## config.mk

```make
export PLATFORM = sky130hd
export DESIGN_NAME = dwconv_fifo
export DESIGN_NICKNAME = d
export VERILOG_FILES = /design/src/sv/depthwise_conv2d_stream_defines.svh /design/src/sv/dwconv_fifo.sv
export SDC_FILE = /design/constraint.sdc
export NUM_CORES = 1
export LEC_CHECK = 0
export ABC_AREA = 0
export BUFFER_PORTS_ARGS = -buffer_cell sky130_fd_sc_hd__buf_2
export CORE_MARGIN = 1
export CORE_UTILIZATION = 44
export CTS_CLUSTER_DIAMETER = 100
export DETAILED_ROUTE_END_ITERATION = 8
export PLACE_DENSITY = 0.81
export SYNTH_ARGS = -nofsm -noshare
export SYNTH_HDL_FRONTEND = slang
export SYNTH_SLANG_ARGS = --single-unit
export TNS_END_PERCENT = 5
```

## constraint.sdc

```tcl
create_clock -name clk -period 1.5 [get_ports clk]
set_clock_uncertainty 0.05 [all_clocks]
set_input_delay 0.15 -clock clk [delete_from_list [all_inputs] [get_ports clk]]
set_output_delay 0.15 -clock clk [all_outputs]
set_load 0.05 [all_outputs]
```

## src/sv/depthwise_conv2d_stream_defines.svh

```systemverilog
// assertion macros for the depthwise convolution stream
// used by modules that carry concurrent checks; no other dependencies
`ifndef DEPTHWISE_CONV2D_STREAM_DEFINES_SVH
`define DEPTHWISE_CONV2D_STREAM_DEFINES_SVH

// same-cycle implication, off during reset
`define DWCONV_ASSERT_IMPL(label, clk, rst, ante, cons) \
  label: assert property (@(posedge clk) disable iff (rst) (ante) |-> (cons)) \
    else $error("dwconv check failed");

// next-cycle implication, off during reset
`define DWCONV_ASSERT_NEXT(label, clk, rst, ante, cons) \
  label: assert property (@(posedge clk) disable iff (rst) (ante) |=> (cons)) \
    else $error("dwconv check failed");

`endif

```

## src/sv/dwconv_fifo.sv

```systemverilog
// small first-in first-out queue of plain vectors
// no dependencies
`default_nettype none
module dwconv_fifo #(
  parameter int WIDTH = 8,
  parameter int DEPTH = 2
) (
  input  wire logic             clk,
  input  wire logic             rst,
  input  wire logic             push,
  input  wire logic [WIDTH-1:0] din,
  output logic                  full,
  input  wire logic             pop,
  output logic      [WIDTH-1:0] dout,
  output logic                  empty
);

  localparam int PTR_W = (DEPTH > 1) ? $clog2(DEPTH) : 1;
  localparam int CNT_W = $clog2(DEPTH + 1);

  logic [WIDTH-1:0] mem [DEPTH];
  logic [PTR_W-1:0] wr_ptr;
  logic [PTR_W-1:0] rd_ptr;
  logic [CNT_W-1:0] count;
  logic             push_ok;
  logic             pop_ok;

  assign full    = (count == CNT_W'(DEPTH));
  assign empty   = (count == '0);
  assign dout    = mem[rd_ptr];
  assign push_ok = push && !full;
  assign pop_ok  = pop && !empty;

  always_ff @(posedge clk) begin
    if (push_ok) begin
      mem[wr_ptr] <= din;
    end
    if (rst) begin
      wr_ptr <= '0;
      rd_ptr <= '0;
      count  <= '0;
    end else begin
      if (push_ok) begin
        wr_ptr <= (wr_ptr == PTR_W'(DEPTH - 1)) ? '0 : wr_ptr + 1'b1;
      end
      if (pop_ok) begin
        rd_ptr <= (rd_ptr == PTR_W'(DEPTH - 1)) ? '0 : rd_ptr + 1'b1;
      end
      unique case ({push_ok, pop_ok})
        2'b10:   count <= count + 1'b1;
        2'b01:   count <= count - 1'b1;
        default: count <= count;
      endcase
    end
  end

endmodule
`default_nettype wire

```

==> impl_metrics.json <==
{
  "clkPwrFrac": 0.126,
  "pwr-share-comb": 0.459,
  "worst-setup-path-type": "reg -> reg",
  "grt.overflow.total": 0,
  "drive_gt1_frac": 0.506,
  "syn_area_um2": 798,
  "clockBufferDepth": 2,
  "avgSynthCellArea_um2": 15.7,
  "netSwitchingPower_uw": 848,
  "synth_most_common_cell": "edfxtp_1",
  "yosysWarnings": 0,
  "worst_slew_pin_slew_ns": 0.377,
  "worstSkewPairLatency_ns": 0.29,
  "power.total_mw": 2.04,
  "finalWirelength_um": 1400,
  "setup_viol": 0,
  "swShare": 0.415,
  "clkSinkCount": 21,
  "relSlewSlack": 0.749,
  "ys_types": 17,
  "setup_tns_ns": 0,
  "ant_nets": 0,
  "antenna_found_initial": 0,
  "via_count": 506,
  "fmax_ghz": 0.684,
  "status": "completed",
  "fill_cells": 143,
  "synthCells": 51,
  "power_density_nw_per_um2": 1900,
  "cts_tree": "done",
  "yosys-top-cells-count": "edfxtp_1, mux2_2, dfxtp_1, nor2_1",
  "wl_per_cell_um": 12.7,
  "cts_root_buffer": "clkbuf_4",
  "std_cell_rows": 15,
  "grt_max_degree": 13,
  "viasPerCell": 4.60,
  "die_area_um2": 1990,
  "drc": 0,
  "nets": 99,
  "drt_pass1_iterations": 4,
  "synth_seq_cells": 21,
  "core_um2": 1710,
  "dpl_cell_area_um2": 946,
  "cts_max_level": 1,
  "cts_made_buffers": 3,
  "drtIter0Drc": 5,
  "p_leak_nw": 0.432,
  "post-route-min-period_ns": 1.46,
  "synth_edf_count": 16,
  "worstPathMaxFanout": 5,
  "grt_pass1_vias": 511,
  "dp_cells": 98,
  "hpwl_um": 930,
  "start_util": 0.467,
  "vdd_drop_max_mv": 1.36,
  "synth_top_cell_by_area": "edfxtp_1",
  "final_core_util": 0.631,
  "arrival_ns": 1.64,
  "pwr-share-seq": 0.414,
  "ys.flop_type": "edfxtp_1",
  "final_max_slew_viol_count": 0,
  "num_io_pins": 22,
  "portBuffers": 21,
  "holdWs_ns": 0.0240,
  "grt_pass1_wl_um": 2060,
  "clk_pin_slew_ns": 0.10,
  "rsz0062_at_grt": "yes",
  "track_usage": 0.152,
  "hold_violations": 0,
  "end_kind": "flop",
  "cap_violations": 0,
  "synthArstFlopShare": 0,
  "dp_slack_ns": -0.0162,
  "die_w_um": 44.6,
  "finalNonFillerCells": 110,
  "crit_required_ns": 1.67,
  "synth_nets": 64,
  "area_growth_pct": 35.0,
  "hold_class": "in -> reg",
  "fin_area_um2": 1080,
  "start_kind": "flop",
  "synth.area.top_cells": "edfxtp_1, dfxtp_1, mux2_2, xnor2_1, nor2_1",
  "seq_area_frac_synth": 0.727,
  "die_h_um": 44.6,
  "p_int_mw": 1.19,
  "setup_ws_ns": 0.0379,
  "fin_crit_sh": 0.975,
  "synth_top_area_share": 0.602,
  "diodes": 0,
  "gp_congestion": 0.688
}
## flip-flops by register name (all words and copies together) (netlist names), named ones only
name,cells
mem,16
wr_ptr,1
count,2
rd_ptr,1
## logic make-up after synthesis
family / after synthesis / synth area share
AND/OR/NAND/NOR: 9 / 0.0580
AO/OA/AOI/OAI: 5 / 0.0345
multiplexers: 8 / 0.113
adder cells (fa/ha/maj): 1 / 0.0157
flip-flops: 21 / 0.727
XOR/XNOR: 3 / 0.0329
buffers and inverters: 4 / 0.0188
## cell type report
type	instances	area (um2)	area share
Sequential cell	21	587	0.545
Clock buffer	3	22.5	0.0209
Inverter	3	11.3	0.0105
Timing Repair Buffer	31	206	0.192
Tap cell	25	31.3	0.0290
Multi-Input combinational cell	26	214	0.199
Clock inverter	1	5.00	0.00465
## timing repair
action,CTS,global route
buffers inserted,0,0
hold buffers,8,0
gates resized for setup,5,6
pin swaps,2,1
endpoints found under the setup margin,9,7
hold endpoints to repair,16,0
## worst paths after layout
kind | from | cells past startpoint | end | slack, ns
worst min register to register | wr_ptr | 2 | wr_ptr | 0.45
worst max-delay path | count[1] | 4 | count[1] | 0.04
worst max register to register | count[1] | 4 | count[1] | 0.04
worst min-delay path | rst | 2 | count[1] | 0.02
## critical path: stages (launching register included)
cell and delay (ns):
dfxtp_2 0.40, o21a_1 0.18, ha_2 0.29, or3_1 0.36, a21oi_2 0.12
## power groups by stage
| stage | Combinational [mW] | Sequential [mW] | Clock (mW) |
|---|---|---|---|
| floorplan | 0.702 | 0.804 | 0 |
| global placement | 0.861 | 0.829 | 0 |
| detailed placement | 0.886 | 0.837 | 0 |
| CTS | 0.916 | 0.836 | 0.263 |
| global route | 0.988 | 0.860 | 0.284 |
| finish | 0.938 | 0.846 | 0.258 |
## layer usage
| layer | vias up | share of wire | track usage |
|---|---|---|---|
| li1 | 253 | - | - |
| met1 | 236 | 0.38 | 0.141 |
| met2 | 15 | 0.56 | 0.288 |
| met3 | 2 | 0.052 | 0.0449 |
| met4 | 0 | 0.0079 | 0.0909 |
| met5 | - | 0 | 0 |
## cells in the final DEF (no fill, tap or decap)
cell | synthesis | routed
a21oi_1 | 2 | 1
a21oi_2 | 0 | 1
and3_1 | 1 | 1
buf_2 | 0 | 20
buf_4 | 0 | 2
buf_6 | 0 | 1
clkbuf_4 | 0 | 3
clkinv_2 | 0 | 1
dfxtp_1 | 5 | 2
dfxtp_2 | 0 | 2
dfxtp_4 | 0 | 1
dlygate4sd3_1 | 0 | 8
edfxtp_1 | 16 | 16
ha_2 | 0 | 1
inv_1 | 2 | 1
inv_2 | 1 | 2
mux2_2 | 8 | 8
nand2_1 | 1 | 1
nand2b_4 | 0 | 1
nor2_1 | 4 | 4
o21a_1 | 1 | 1
o21ai_0 | 2 | 1
o21ai_1 | 0 | 1
or3_1 | 2 | 2
xnor2_1 | 2 | 2
xor2_1 | 1 | 1
Power figures use the tool's default switching activity.
