$ cat config.mk
export PLATFORM = sky130hd
export DESIGN_NAME = dwconv_front
export DESIGN_NICKNAME = d
export VERILOG_FILES = /design/src/sv/depthwise_conv2d_stream_defines.svh /design/src/sv/dwconv_pkg.sv /design/src/sv/dwconv_front.sv
export SDC_FILE = /design/constraint.sdc
export NUM_CORES = 1
export LEC_CHECK = 0
export BUFFER_PORTS_ARGS = -buffer_cell sky130_fd_sc_hd__buf_2
export CAP_MARGIN = 20
export CORE_ASPECT_RATIO = 0.5
export CORE_MARGIN = 2
export CORE_UTILIZATION = 41
export DETAILED_ROUTE_END_ITERATION = 12
export PLACE_DENSITY = 0.68
export SLEW_MARGIN = 20
export SYNTH_ARGS = -nofsm -noshare
export SYNTH_HDL_FRONTEND = slang
export SYNTH_SLANG_ARGS = --single-unit
$ cat constraint.sdc
create_clock -name clk -period 5.5 [get_ports clk]
set_clock_uncertainty 0.2 [all_clocks]
set_input_delay 1.1 -clock clk [delete_from_list [all_inputs] [get_ports clk]]
set_output_delay 1.1 -clock clk [all_outputs]
set_load 0.01 [all_outputs]
$ cat src/sv/depthwise_conv2d_stream_defines.svh
// assertion macros for the depthwise convolution stream
// used by modules that carry concurrent checks; no other dependencies
`ifndef DEPTHWISE_CONV2D_STREAM_DEFINES_SVH
`define DEPTHWISE_CONV2D_STREAM_DEFINES_SVH

// same-cycle implication, off during reset
`define DWCONV_ASSERT_IMPL(label, clk, rst, ante, cons) \
  label: assert property (@(posedge clk) disable iff (rst) (ante) |-> (cons)) \
    else $error("dwconv check failed");

// next-cycle implication, off during reset
`define DWCONV_ASSERT_NEXT(label, clk, rst, ante, cons) \
  label: assert property (@(posedge clk) disable iff (rst) (ante) |=> (cons)) \
    else $error("dwconv check failed");

`endif

$ cat src/sv/dwconv_pkg.sv
// shared types, widths and codes for the depthwise convolution stream
// no dependencies
`default_nettype none
package dwconv_pkg;

  localparam int DEF_MAX_COLS     = 128;
  localparam int DEF_MAX_CHANNELS = 32;
  localparam int DEF_MAX_KERNEL   = 8;
  localparam int DEF_SAMPLE_BITS  = 16;

  localparam int ROW_W     = 12;
  localparam int COL_W     = 8;
  localparam int CHN_W     = 6;
  localparam int KER_W     = 4;
  localparam int SLOT_W    = 4;
  localparam int VALUE_W   = 32;
  localparam int RES_W     = 40;
  localparam int ACC_W     = 48;
  localparam int OCOL_W    = 7;
  localparam int OCH_W     = 5;
  localparam int TAPIN_W   = 6;
  localparam int LCHIN_W   = 5;
  localparam int CFG_IDX_W = 3;
  localparam int CFG_W     = 12;

  localparam logic [CFG_IDX_W-1:0] REG_ROWS   = 3'd0;
  localparam logic [CFG_IDX_W-1:0] REG_COLS   = 3'd1;
  localparam logic [CFG_IDX_W-1:0] REG_CHS    = 3'd2;
  localparam logic [CFG_IDX_W-1:0] REG_KROWS  = 3'd3;
  localparam logic [CFG_IDX_W-1:0] REG_KCOLS  = 3'd4;
  localparam logic [CFG_IDX_W-1:0] REG_RSTEP  = 3'd5;
  localparam logic [CFG_IDX_W-1:0] REG_CSTEP  = 3'd6;

  typedef enum logic [1:0] {
    OP_WEIGHT = 2'd0,
    OP_BIAS   = 2'd1,
    OP_SAMPLE = 2'd2,
    OP_NONE   = 2'd3
  } op_t;

  typedef struct packed {
    logic [ROW_W-1:0] rows;
    logic [COL_W-1:0] cols;
    logic [CHN_W-1:0] chs;
    logic [KER_W-1:0] kr;
    logic [KER_W-1:0] kc;
    logic [KER_W-1:0] rs;
    logic [KER_W-1:0] cs;
  } cfg_t;

  typedef struct packed {
    logic [ROW_W-1:0]  r;
    logic [COL_W-1:0]  c;
    logic [CHN_W-1:0]  ch;
    logic [SLOT_W-1:0] slot0;
    logic [COL_W-1:0]  c0;
    logic [ROW_W-1:0]  orow;
    logic [COL_W-1:0]  ocol;
    logic              last;
  } job_t;

  typedef struct packed {
    logic             valid;
    logic [ROW_W-1:0] r;
    logic [COL_W-1:0] c;
    logic [CHN_W-1:0] ch;
  } guard_t;

  typedef struct packed {
    logic [RES_W-1:0]  result;
    logic [ROW_W-1:0]  orow;
    logic [OCOL_W-1:0] ocol;
    logic [OCH_W-1:0]  ch;
    logic              last;
  } out_t;

endpackage
`default_nettype wire

$ cat src/sv/dwconv_front.sv
// front end: accepts items, fills the stores, tracks frame position, queues windows
// depends on dwconv_pkg
`default_nettype none
module dwconv_front
  import dwconv_pkg::*;
#(
  parameter int MAX_COLS     = DEF_MAX_COLS,
  parameter int MAX_CHANNELS = DEF_MAX_CHANNELS,
  parameter int MAX_KERNEL   = DEF_MAX_KERNEL,
  parameter int SAMPLE_BITS  = DEF_SAMPLE_BITS,
  localparam int SLOT_AW = (MAX_KERNEL > 1) ? $clog2(MAX_KERNEL) : 1,
  localparam int COL_AW  = (MAX_COLS > 1) ? $clog2(MAX_COLS) : 1,
  localparam int CH_AW   = (MAX_CHANNELS > 1) ? $clog2(MAX_CHANNELS) : 1,
  localparam int TAPS    = MAX_KERNEL * MAX_KERNEL,
  localparam int TAP_AW  = (TAPS > 1) ? $clog2(TAPS) : 1,
  localparam int LINE_AW = SLOT_AW + COL_AW + CH_AW,
  localparam int WGT_AW  = CH_AW + TAP_AW
) (
  input  wire logic                   clk,
  input  wire logic                   rst,
  input  wire cfg_t                   cfg,
  input  wire logic                   cfg_write,
  input  wire logic                   push,
  output logic                        full,
  input  wire logic [1:0]             operation,
  input  wire logic [TAPIN_W-1:0]     tap_index,
  input  wire logic [LCHIN_W-1:0]     load_channel,
  input  wire logic [VALUE_W-1:0]     value,
  input  wire guard_t                 guard,
  input  wire logic                   jq_full,
  output logic                        job_push,
  output job_t                        job,
  output logic                        line_we,
  output logic [LINE_AW-1:0]          line_waddr,
  output logic [SAMPLE_BITS-1:0]      line_wdata,
  output logic                        wgt_we,
  output logic [WGT_AW-1:0]           wgt_waddr,
  output logic [SAMPLE_BITS-1:0]      wgt_wdata,
  output logic                        bias_we,
  output logic [CH_AW-1:0]            bias_waddr,
  output logic [VALUE_W-1:0]          bias_wdata
);

  op_t               op;
  logic              accept;
  logic              is_load;
  logic              conflict;
  logic              is_sample;
  logic              emit;

  logic [ROW_W-1:0]  r;
  logic [COL_W-1:0]  c;
  logic [CHN_W-1:0]  ch;
  logic [SLOT_W-1:0] slot;
  logic [KER_W-1:0]  rph;
  logic [KER_W-1:0]  cph;
  logic [ROW_W-1:0]  orow;
  logic [COL_W-1:0]  ocol;

  logic [ROW_W-1:0]  r_next;
  logic [COL_W-1:0]  c_next;
  logic [CHN_W-1:0]  ch_next;
  logic [SLOT_W-1:0] slot_next;
  logic [KER_W-1:0]  rph_next;
  logic [KER_W-1:0]  cph_next;
  logic [ROW_W-1:0]  orow_next;
  logic [COL_W-1:0]  ocol_next;

  logic [ROW_W-1:0]  kr_m1;
  logic [COL_W-1:0]  kc_m1;
  logic [SLOT_W:0]   slot_wide;
  logic [SLOT_W:0]   kr_m1_s;

  assign op        = op_t'(operation);
  assign is_load   = (op == OP_WEIGHT) || (op == OP_BIAS);
  assign is_sample = (op == OP_SAMPLE);
  assign conflict  = guard.valid &&
                     ((r != guard.r) || (c < guard.c) || ((c == guard.c) && (ch <= guard.ch)));
  assign full      = jq_full || (is_load && guard.valid) || (is_sample && conflict);
  assign accept    = push && !full;

  assign kr_m1   = ROW_W'(cfg.kr) - 1'b1;
  assign kc_m1   = COL_W'(cfg.kc) - 1'b1;
  assign kr_m1_s = (SLOT_W + 1)'(cfg.kr) - 1'b1;

  // stores
  assign line_we    = accept && is_sample;
  assign line_waddr = {SLOT_AW'(slot), COL_AW'(c), CH_AW'(ch)};
  assign line_wdata = value[SAMPLE_BITS-1:0];

  assign wgt_we     = accept && (op == OP_WEIGHT) && (32'(tap_index) < 32'(TAPS)) &&
                      (32'(load_channel) < 32'(MAX_CHANNELS));
  assign wgt_waddr  = {CH_AW'(load_channel), TAP_AW'(tap_index)};
  assign wgt_wdata  = value[SAMPLE_BITS-1:0];

  assign bias_we    = accept && (op == OP_BIAS) && (32'(load_channel) < 32'(MAX_CHANNELS));
  assign bias_waddr = CH_AW'(load_channel);
  assign bias_wdata = value;

  // window detection
  assign emit = (ROW_W'(cfg.kr) <= cfg.rows) && (COL_W'(cfg.kc) <= cfg.cols) &&
                (r >= kr_m1) && (c >= kc_m1) && (rph == '0) && (cph == '0);
  assign job_push = accept && is_sample && emit;

  always_comb begin
    slot_wide = {1'b0, slot};
    job.r     = r;
    job.c     = c;
    job.ch    = ch;
    job.c0    = c - kc_m1;
    job.orow  = orow;
    job.ocol  = ocol;
    job.last  = ((ROW_W + 1)'(r) + (ROW_W + 1)'(cfg.rs) >= (ROW_W + 1)'(cfg.rows)) &&
                ((COL_W + 1)'(c) + (COL_W + 1)'(cfg.cs) >= (COL_W + 1)'(cfg.cols)) &&
                ((CHN_W + 1)'(ch) + 1'b1 == (CHN_W + 1)'(cfg.chs));
    if (slot_wide >= kr_m1_s) begin
      job.slot0 = SLOT_W'(slot_wide - kr_m1_s);
    end else begin
      job.slot0 = SLOT_W'(slot_wide + (SLOT_W + 1)'(MAX_KERNEL) - kr_m1_s);
    end
  end

  // position advance
  always_comb begin
    r_next    = r;
    c_next    = c;
    ch_next   = ch + 1'b1;
    slot_next = slot;
    rph_next  = rph;
    cph_next  = cph;
    orow_next = orow;
    ocol_next = ocol;
    if ((CHN_W + 1)'(ch) + 1'b1 >= (CHN_W + 1)'(cfg.chs)) begin
      ch_next = '0;
      if ((COL_W + 1)'(c) + 1'b1 >= (COL_W + 1)'(cfg.cols)) begin
        c_next = '0;
        if ((ROW_W + 1)'(r) + 1'b1 >= (ROW_W + 1)'(cfg.rows)) begin
          r_next    = '0;
          slot_next = '0;
        end else begin
          r_next    = r + 1'b1;
          slot_next = (slot == SLOT_W'(MAX_KERNEL - 1)) ? '0 : slot + 1'b1;
        end
        if (r_next <= kr_m1) begin
          rph_next  = '0;
          orow_next = '0;
        end else if (rph + 1'b1 == cfg.rs) begin
          rph_next  = '0;
          orow_next = orow + 1'b1;
        end else begin
          rph_next  = rph + 1'b1;
        end
      end else begin
        c_next = c + 1'b1;
      end
      if (c_next <= kc_m1) begin
        cph_next  = '0;
        ocol_next = '0;
      end else if (cph + 1'b1 == cfg.cs) begin
        cph_next  = '0;
        ocol_next = ocol + 1'b1;
      end else begin
        cph_next  = cph + 1'b1;
      end
    end
  end

  always_ff @(posedge clk) begin
    if (rst || cfg_write) begin
      r    <= '0;
      c    <= '0;
      ch   <= '0;
      slot <= '0;
      rph  <= '0;
      cph  <= '0;
      orow <= '0;
      ocol <= '0;
    end else if (accept && is_sample) begin
      r    <= r_next;
      c    <= c_next;
      ch   <= ch_next;
      slot <= slot_next;
      rph  <= rph_next;
      cph  <= cph_next;
      orow <= orow_next;
      ocol <= ocol_next;
    end
  end

endmodule
`default_nettype wire

==> impl_results.html <==
<table>
<tr><th>Metric</th><th>Value</th></tr>
<tr><th colspan="2">Status</th></tr>
<tr><td>Outcome</td><td>finished, final reports clean</td></tr>
<tr><th colspan="2">Global routing</th></tr>
<tr><td>Maximum number of pins on one net before global-route repair</td><td>57</td></tr>
<tr><td>Vias in the first global route</td><td>6863</td></tr>
<tr><td>Number of antenna violations at the first check in global routing</td><td>1</td></tr>
<tr><td>Leftover overflow at the end of global routing</td><td>0</td></tr>
<tr><td>Global-route wire length before repair</td><td>34100 um</td></tr>
<tr><td>Overall track demand over capacity in global routing</td><td>21.4%</td></tr>
<tr><th colspan="2">Worst setup path</th></tr>
<tr><td>Worst path required time</td><td>4200 ps</td></tr>
<tr><td>Critical Path Start</td><td>cfg[4]</td></tr>
<tr><td>Setup Crit Path Kind</td><td>in2out</td></tr>
<tr><td>Crit Reg-Reg Startpoint</td><td>r[1]</td></tr>
<tr><td>Arrival time at the worst endpoint</td><td>3880 ps</td></tr>
<tr><td>Type of origin of the critical path</td><td>input port</td></tr>
<tr><td>Worst flop-to-flop path endpoint</td><td>orow[6]</td></tr>
<tr><td>Endpoint kind of the worst setup timing path</td><td>output port</td></tr>
<tr><td>Register-to-register setup slack</td><td>550 ps</td></tr>
<tr><td>Cells along the critical path</td><td>buf_2, ha_1, fa_1, a21o_1, a21oi_1, nor2_1, nand3_1, xnor2_1, ha_1, nand4_1, nor3_1, o41ai_1, a211oi_1, buf_2</td></tr>
<tr><td>Cell with the largest stage delay on the worst path</td><td>sky130_fd_sc_hd__fa_1</td></tr>
<tr><td>Delay of the slowest critical-path stage</td><td>420 ps</td></tr>
<tr><td>Path depth of the worst reg2reg path</td><td>20</td></tr>
<tr><td>Maximum fanout encountered on the critical timing path</td><td>4</td></tr>
<tr><th colspan="2">Clocking</th></tr>
<tr><td>Post-CTS setup buffer count</td><td>0</td></tr>
<tr><td>Clock tree from TritonCTS</td><td>yes</td></tr>
<tr><td>Clock input transition at the sequential cells of the worst setup and hold paths</td><td>50 ps</td></tr>
<tr><td>Number of buffers created by CTS</td><td>9</td></tr>
<tr><td>Clock tree root driver cell</td><td>sky130_fd_sc_hd__clkbuf_16</td></tr>
<tr><td>Number of H-tree branching levels</td><td>3</td></tr>
<tr><td>Maximum number of buffers from clock root to sink</td><td>2</td></tr>
<tr><td>Clock network latency to the later pin of the worst-skew pair</td><td>330 ps</td></tr>
<tr><td>Clock sink total</td><td>58</td></tr>
<tr><td>CTS Hold Bufs</td><td>0</td></tr>
<tr><th colspan="2">STA</th></tr>
<tr><td>Minimum period implied by the final worst setup slack</td><td>5180 ps</td></tr>
<tr><td>Slew margin rel.</td><td>36.5%</td></tr>
<tr><td>Slew @ Worst Pin</td><td>952 ps</td></tr>
<tr><td>Endpoints failing hold</td><td>0</td></tr>
<tr><td>Maximum clock frequency</td><td>193 MHz</td></tr>
<tr><td>Final setup viols</td><td>0</td></tr>
<tr><td>Unrepaired setup endpoints after global routing</td><td>false</td></tr>
<tr><td>Number of slew-limit violations in the final report</td><td>0</td></tr>
<tr><td>Fraction of the cycle the final worst path needs</td><td>94.2%</td></tr>
<tr><td>Final sum of negative setup slack</td><td>0 ps</td></tr>
<tr><td>Final hold slack</td><td>287 ps</td></tr>
<tr><th colspan="2">Final layout</th></tr>
<tr><td>Most common cell after layout, fill and taps aside</td><td>sky130_fd_sc_hd__buf_2</td></tr>
<tr><td>Relative area change from synthesis to final layout</td><td>8.37%</td></tr>
<tr><td>Share of post-route cells with drive strength above 1</td><td>19.8%</td></tr>
<tr><td>Number of nets at the end of the flow</td><td>1280</td></tr>
<tr><td>Antenna Diode Count</td><td>0</td></tr>
<tr><td>Commonest cells after routing, fill and taps aside</td><td>154 x sky130_fd_sc_hd__buf_2, 134 x sky130_fd_sc_hd__ha_1, 70 x sky130_fd_sc_hd__a21oi_1, 62 x sky130_fd_sc_hd__inv_1, 56 x sky130_fd_sc_hd__dfxtp_1</td></tr>
<tr><td>Final standard cell count with taps included and fillers excluded</td><td>1265</td></tr>
<tr><th colspan="2">Floorplan</th></tr>
<tr><td>Placeable core region</td><td>18400 sq um</td></tr>
<tr><td>Die Wd</td><td>198 um</td></tr>
<tr><td>Count of pins on the block boundary</td><td>278</td></tr>
<tr><td>Starting utilization of the core area</td><td>41.8%</td></tr>
<tr><td>Die outline area</td><td>19900 sq um</td></tr>
<tr><td>Floorplan row count</td><td>35</td></tr>
<tr><td>Chip Height</td><td>101 um</td></tr>
<tr><th colspan="2">Route</th></tr>
<tr><td>Total DRC errors in the routed layout</td><td>0</td></tr>
<tr><td>Via count normalized by instance count</td><td>5.49</td></tr>
<tr><td>Number of detailed-routing iterations run before antenna repair</td><td>4</td></tr>
<tr><td>Via count of the routed design</td><td>6942</td></tr>
<tr><td>Detail Route Antenna Nets</td><td>0</td></tr>
<tr><td>Detailed-route wire length</td><td>21200 um</td></tr>
<tr><td>Routed wire per std cell</td><td>16.7 um</td></tr>
<tr><td>Drt initial violations</td><td>389</td></tr>
<tr><th colspan="2">Yosys</th></tr>
<tr><td>Cell count after synthesis</td><td>964</td></tr>
<tr><td>Post-synthesis async set-or-reset flop share</td><td>0%</td></tr>
<tr><td>Yosys warns</td><td>0</td></tr>
<tr><td>EDFF count, synth</td><td>0</td></tr>
<tr><td>Mapped cell area</td><td>7680 sq um</td></tr>
<tr><td>Mean instance size in the synthesized netlist</td><td>7.97 sq um</td></tr>
<tr><td>Post-synth net total</td><td>1223</td></tr>
<tr><td>Cell variety after synth</td><td>63</td></tr>
<tr><td>Prevailing post-synth register cell</td><td>sky130_fd_sc_hd__dfxtp_1</td></tr>
<tr><td>Register bit count reported by yosys</td><td>58</td></tr>
<tr><td>Share of the yosys chip area belonging to registers</td><td>15.1%</td></tr>
<tr><th colspan="2">Min path</th></tr>
<tr><td>Worst min-delay path class</td><td>reg2reg</td></tr>
<tr><td>End point of the worst hold path</td><td>orow[11]</td></tr>
<tr><td>Worst hold path stage count</td><td>2</td></tr>
<tr><td>Critical hold path startpoint</td><td>orow[11]</td></tr>
<tr><th colspan="2">Placement</th></tr>
<tr><td>Number of placed cells counting well taps</td><td>1250</td></tr>
<tr><td>Final RePlAce weighted congestion</td><td>0.879</td></tr>
<tr><td>Port buffer count</td><td>154</td></tr>
<tr><td>Post-detail-place hpwl</td><td>17500 um</td></tr>
<tr><th colspan="2">Run</th></tr>
<tr><td>MaxCap Viol Count</td><td>0</td></tr>
<tr><th colspan="2">Pwr</th></tr>
<tr><td>P_leak</td><td>4.14 nW</td></tr>
<tr><td>Maximum ir drop on the vdd rail</td><td>0.133 mV</td></tr>
<tr><td>Areal power density over the cells</td><td>139 nW/um^2</td></tr>
<tr><td>Total design power</td><td>1.16 mW</td></tr>
</table>
[cell usage after synthesis (6+ instances only)]
cell                       number  share of area (%)
sky130_fd_sc_hd__nand4_1       24                2.0
sky130_fd_sc_hd__nand2_1       51                2.5
sky130_fd_sc_hd__nor3b_1        6               0.59
sky130_fd_sc_hd__nor2_1        52                2.5
sky130_fd_sc_hd__nor4_1         8               0.65
sky130_fd_sc_hd__o31ai_1        6               0.59
sky130_fd_sc_hd__dfxtp_1       58                 15
sky130_fd_sc_hd__nand4b_1       9                1.0
sky130_fd_sc_hd__ha_1         134                 22
sky130_fd_sc_hd__a32o_1         9                1.2
sky130_fd_sc_hd__nor2b_1       12               0.98
sky130_fd_sc_hd__inv_1         62                3.0
sky130_fd_sc_hd__and3_1        12               0.98
sky130_fd_sc_hd__buf_4         97                9.5
sky130_fd_sc_hd__clkbuf_1      22                1.1
sky130_fd_sc_hd__o21a_1        10               0.98
sky130_fd_sc_hd__a21oi_1       70                4.6
sky130_fd_sc_hd__nand3_1       31                2.0
sky130_fd_sc_hd__buf_2          8               0.52
sky130_fd_sc_hd__mux2i_1       10                1.3
sky130_fd_sc_hd__fa_1           6                1.6
sky130_fd_sc_hd__nor3_1        21                1.4
sky130_fd_sc_hd__a21o_1        19                1.9
sky130_fd_sc_hd__nand2b_1      12               0.98
sky130_fd_sc_hd__o21ai_0       46                3.0
sky130_fd_sc_hd__or4_1          8               0.78
sky130_fd_sc_hd__and2_1        25                2.0
sky130_fd_sc_hd__a31oi_1        8               0.65
sky130_fd_sc_hd__xnor2_1       42                4.8
sky130_fd_sc_hd__xor2_1        30                3.4
[worst max path at each step]
stage	cells after the start	end	slack, ps
after floorplan	20	orow[3]	770
after global placement	13	job[0]	360
after detailed placement	14	job[0]	290
after CTS	14	job[0]	250
after global routing	14	job[0]	130
final	14	job[0]	320
[cell type report]
| cell class | count | area (sq um) |
|---|---|---|
| clock buffers | 12 | 256 |
| clock inverters | 3 | 15.0 |
| fillers | 1849 | 10100 |
| inverters | 62 | 233 |
| multi-input cells | 715 | 5430 |
| flip-flops and latches | 58 | 1160 |
| well taps | 240 | 300 |
| repair buffers | 175 | 928 |
[cells by family after synthesis]
kind of cell / count (synthesis) / synth area share [%]
and+or+nand+nor: 288 / 20.2
AOI/OAI and AO/OA: 202 / 16.8
buffers and inverters: 191 / 14.4
adders and majority gates: 140 / 23.4
xor gates and xnor gates: 74 / 8.63
DFF: 58 / 15.1
muxes: 11 / 1.45
[layer usage]
metal  up-vias  part of all wire [%]  routed length (um)  track usage (%)
met5         -                 0.052                  11                0
met4         2                   1.3                 269             6.48
met3        40                   8.6                1820             6.12
met2       216                    45                9580             36.0
met1      3222                    45                9490             26.7
li1       3462                     -                   -                -
[repair_timing]
item,in CTS,in global routing
resized for setup,0,3
setup endpoints to repair,0,13
hold endpoints to repair,0,0
[power breakdown]
part	leakage (nW)	total [mW]	internal, mW	switching, mW
clock	0.138	0.516	0.324	0.192
sequential	0.468	0.421	0.421	0.000144
combinational	3.54	0.221	0.0952	0.126
total	4.14	1.16	0.840	0.318
[registers in the layout (all words and copies together) (netlist names)]
signal  flops
orow       12
r          12
c           8
ocol        8
ch          6
cph         4
rph         4
slot        4
[metrics by stage]
step                area (sq um)  setup slack (ps)  utilization [%]
CTS                         8320               254             45.2
finish                      8320               318             45.3
global route                8320               129             45.3
global placement            8050               356             43.8
floorplan                   7680               769                -
detailed placement          8050               287             43.8
[worst max-delay path, delay by kind of cell]
kind | cells | cell delay (ps)
compound gates | 4 | 980
fa+ha+maj | 3 | 910
simple gates | 4 | 530
buf+inv | 2 | 290
xor+xnor | 1 | 70
Power figures use the tool's default switching activity.
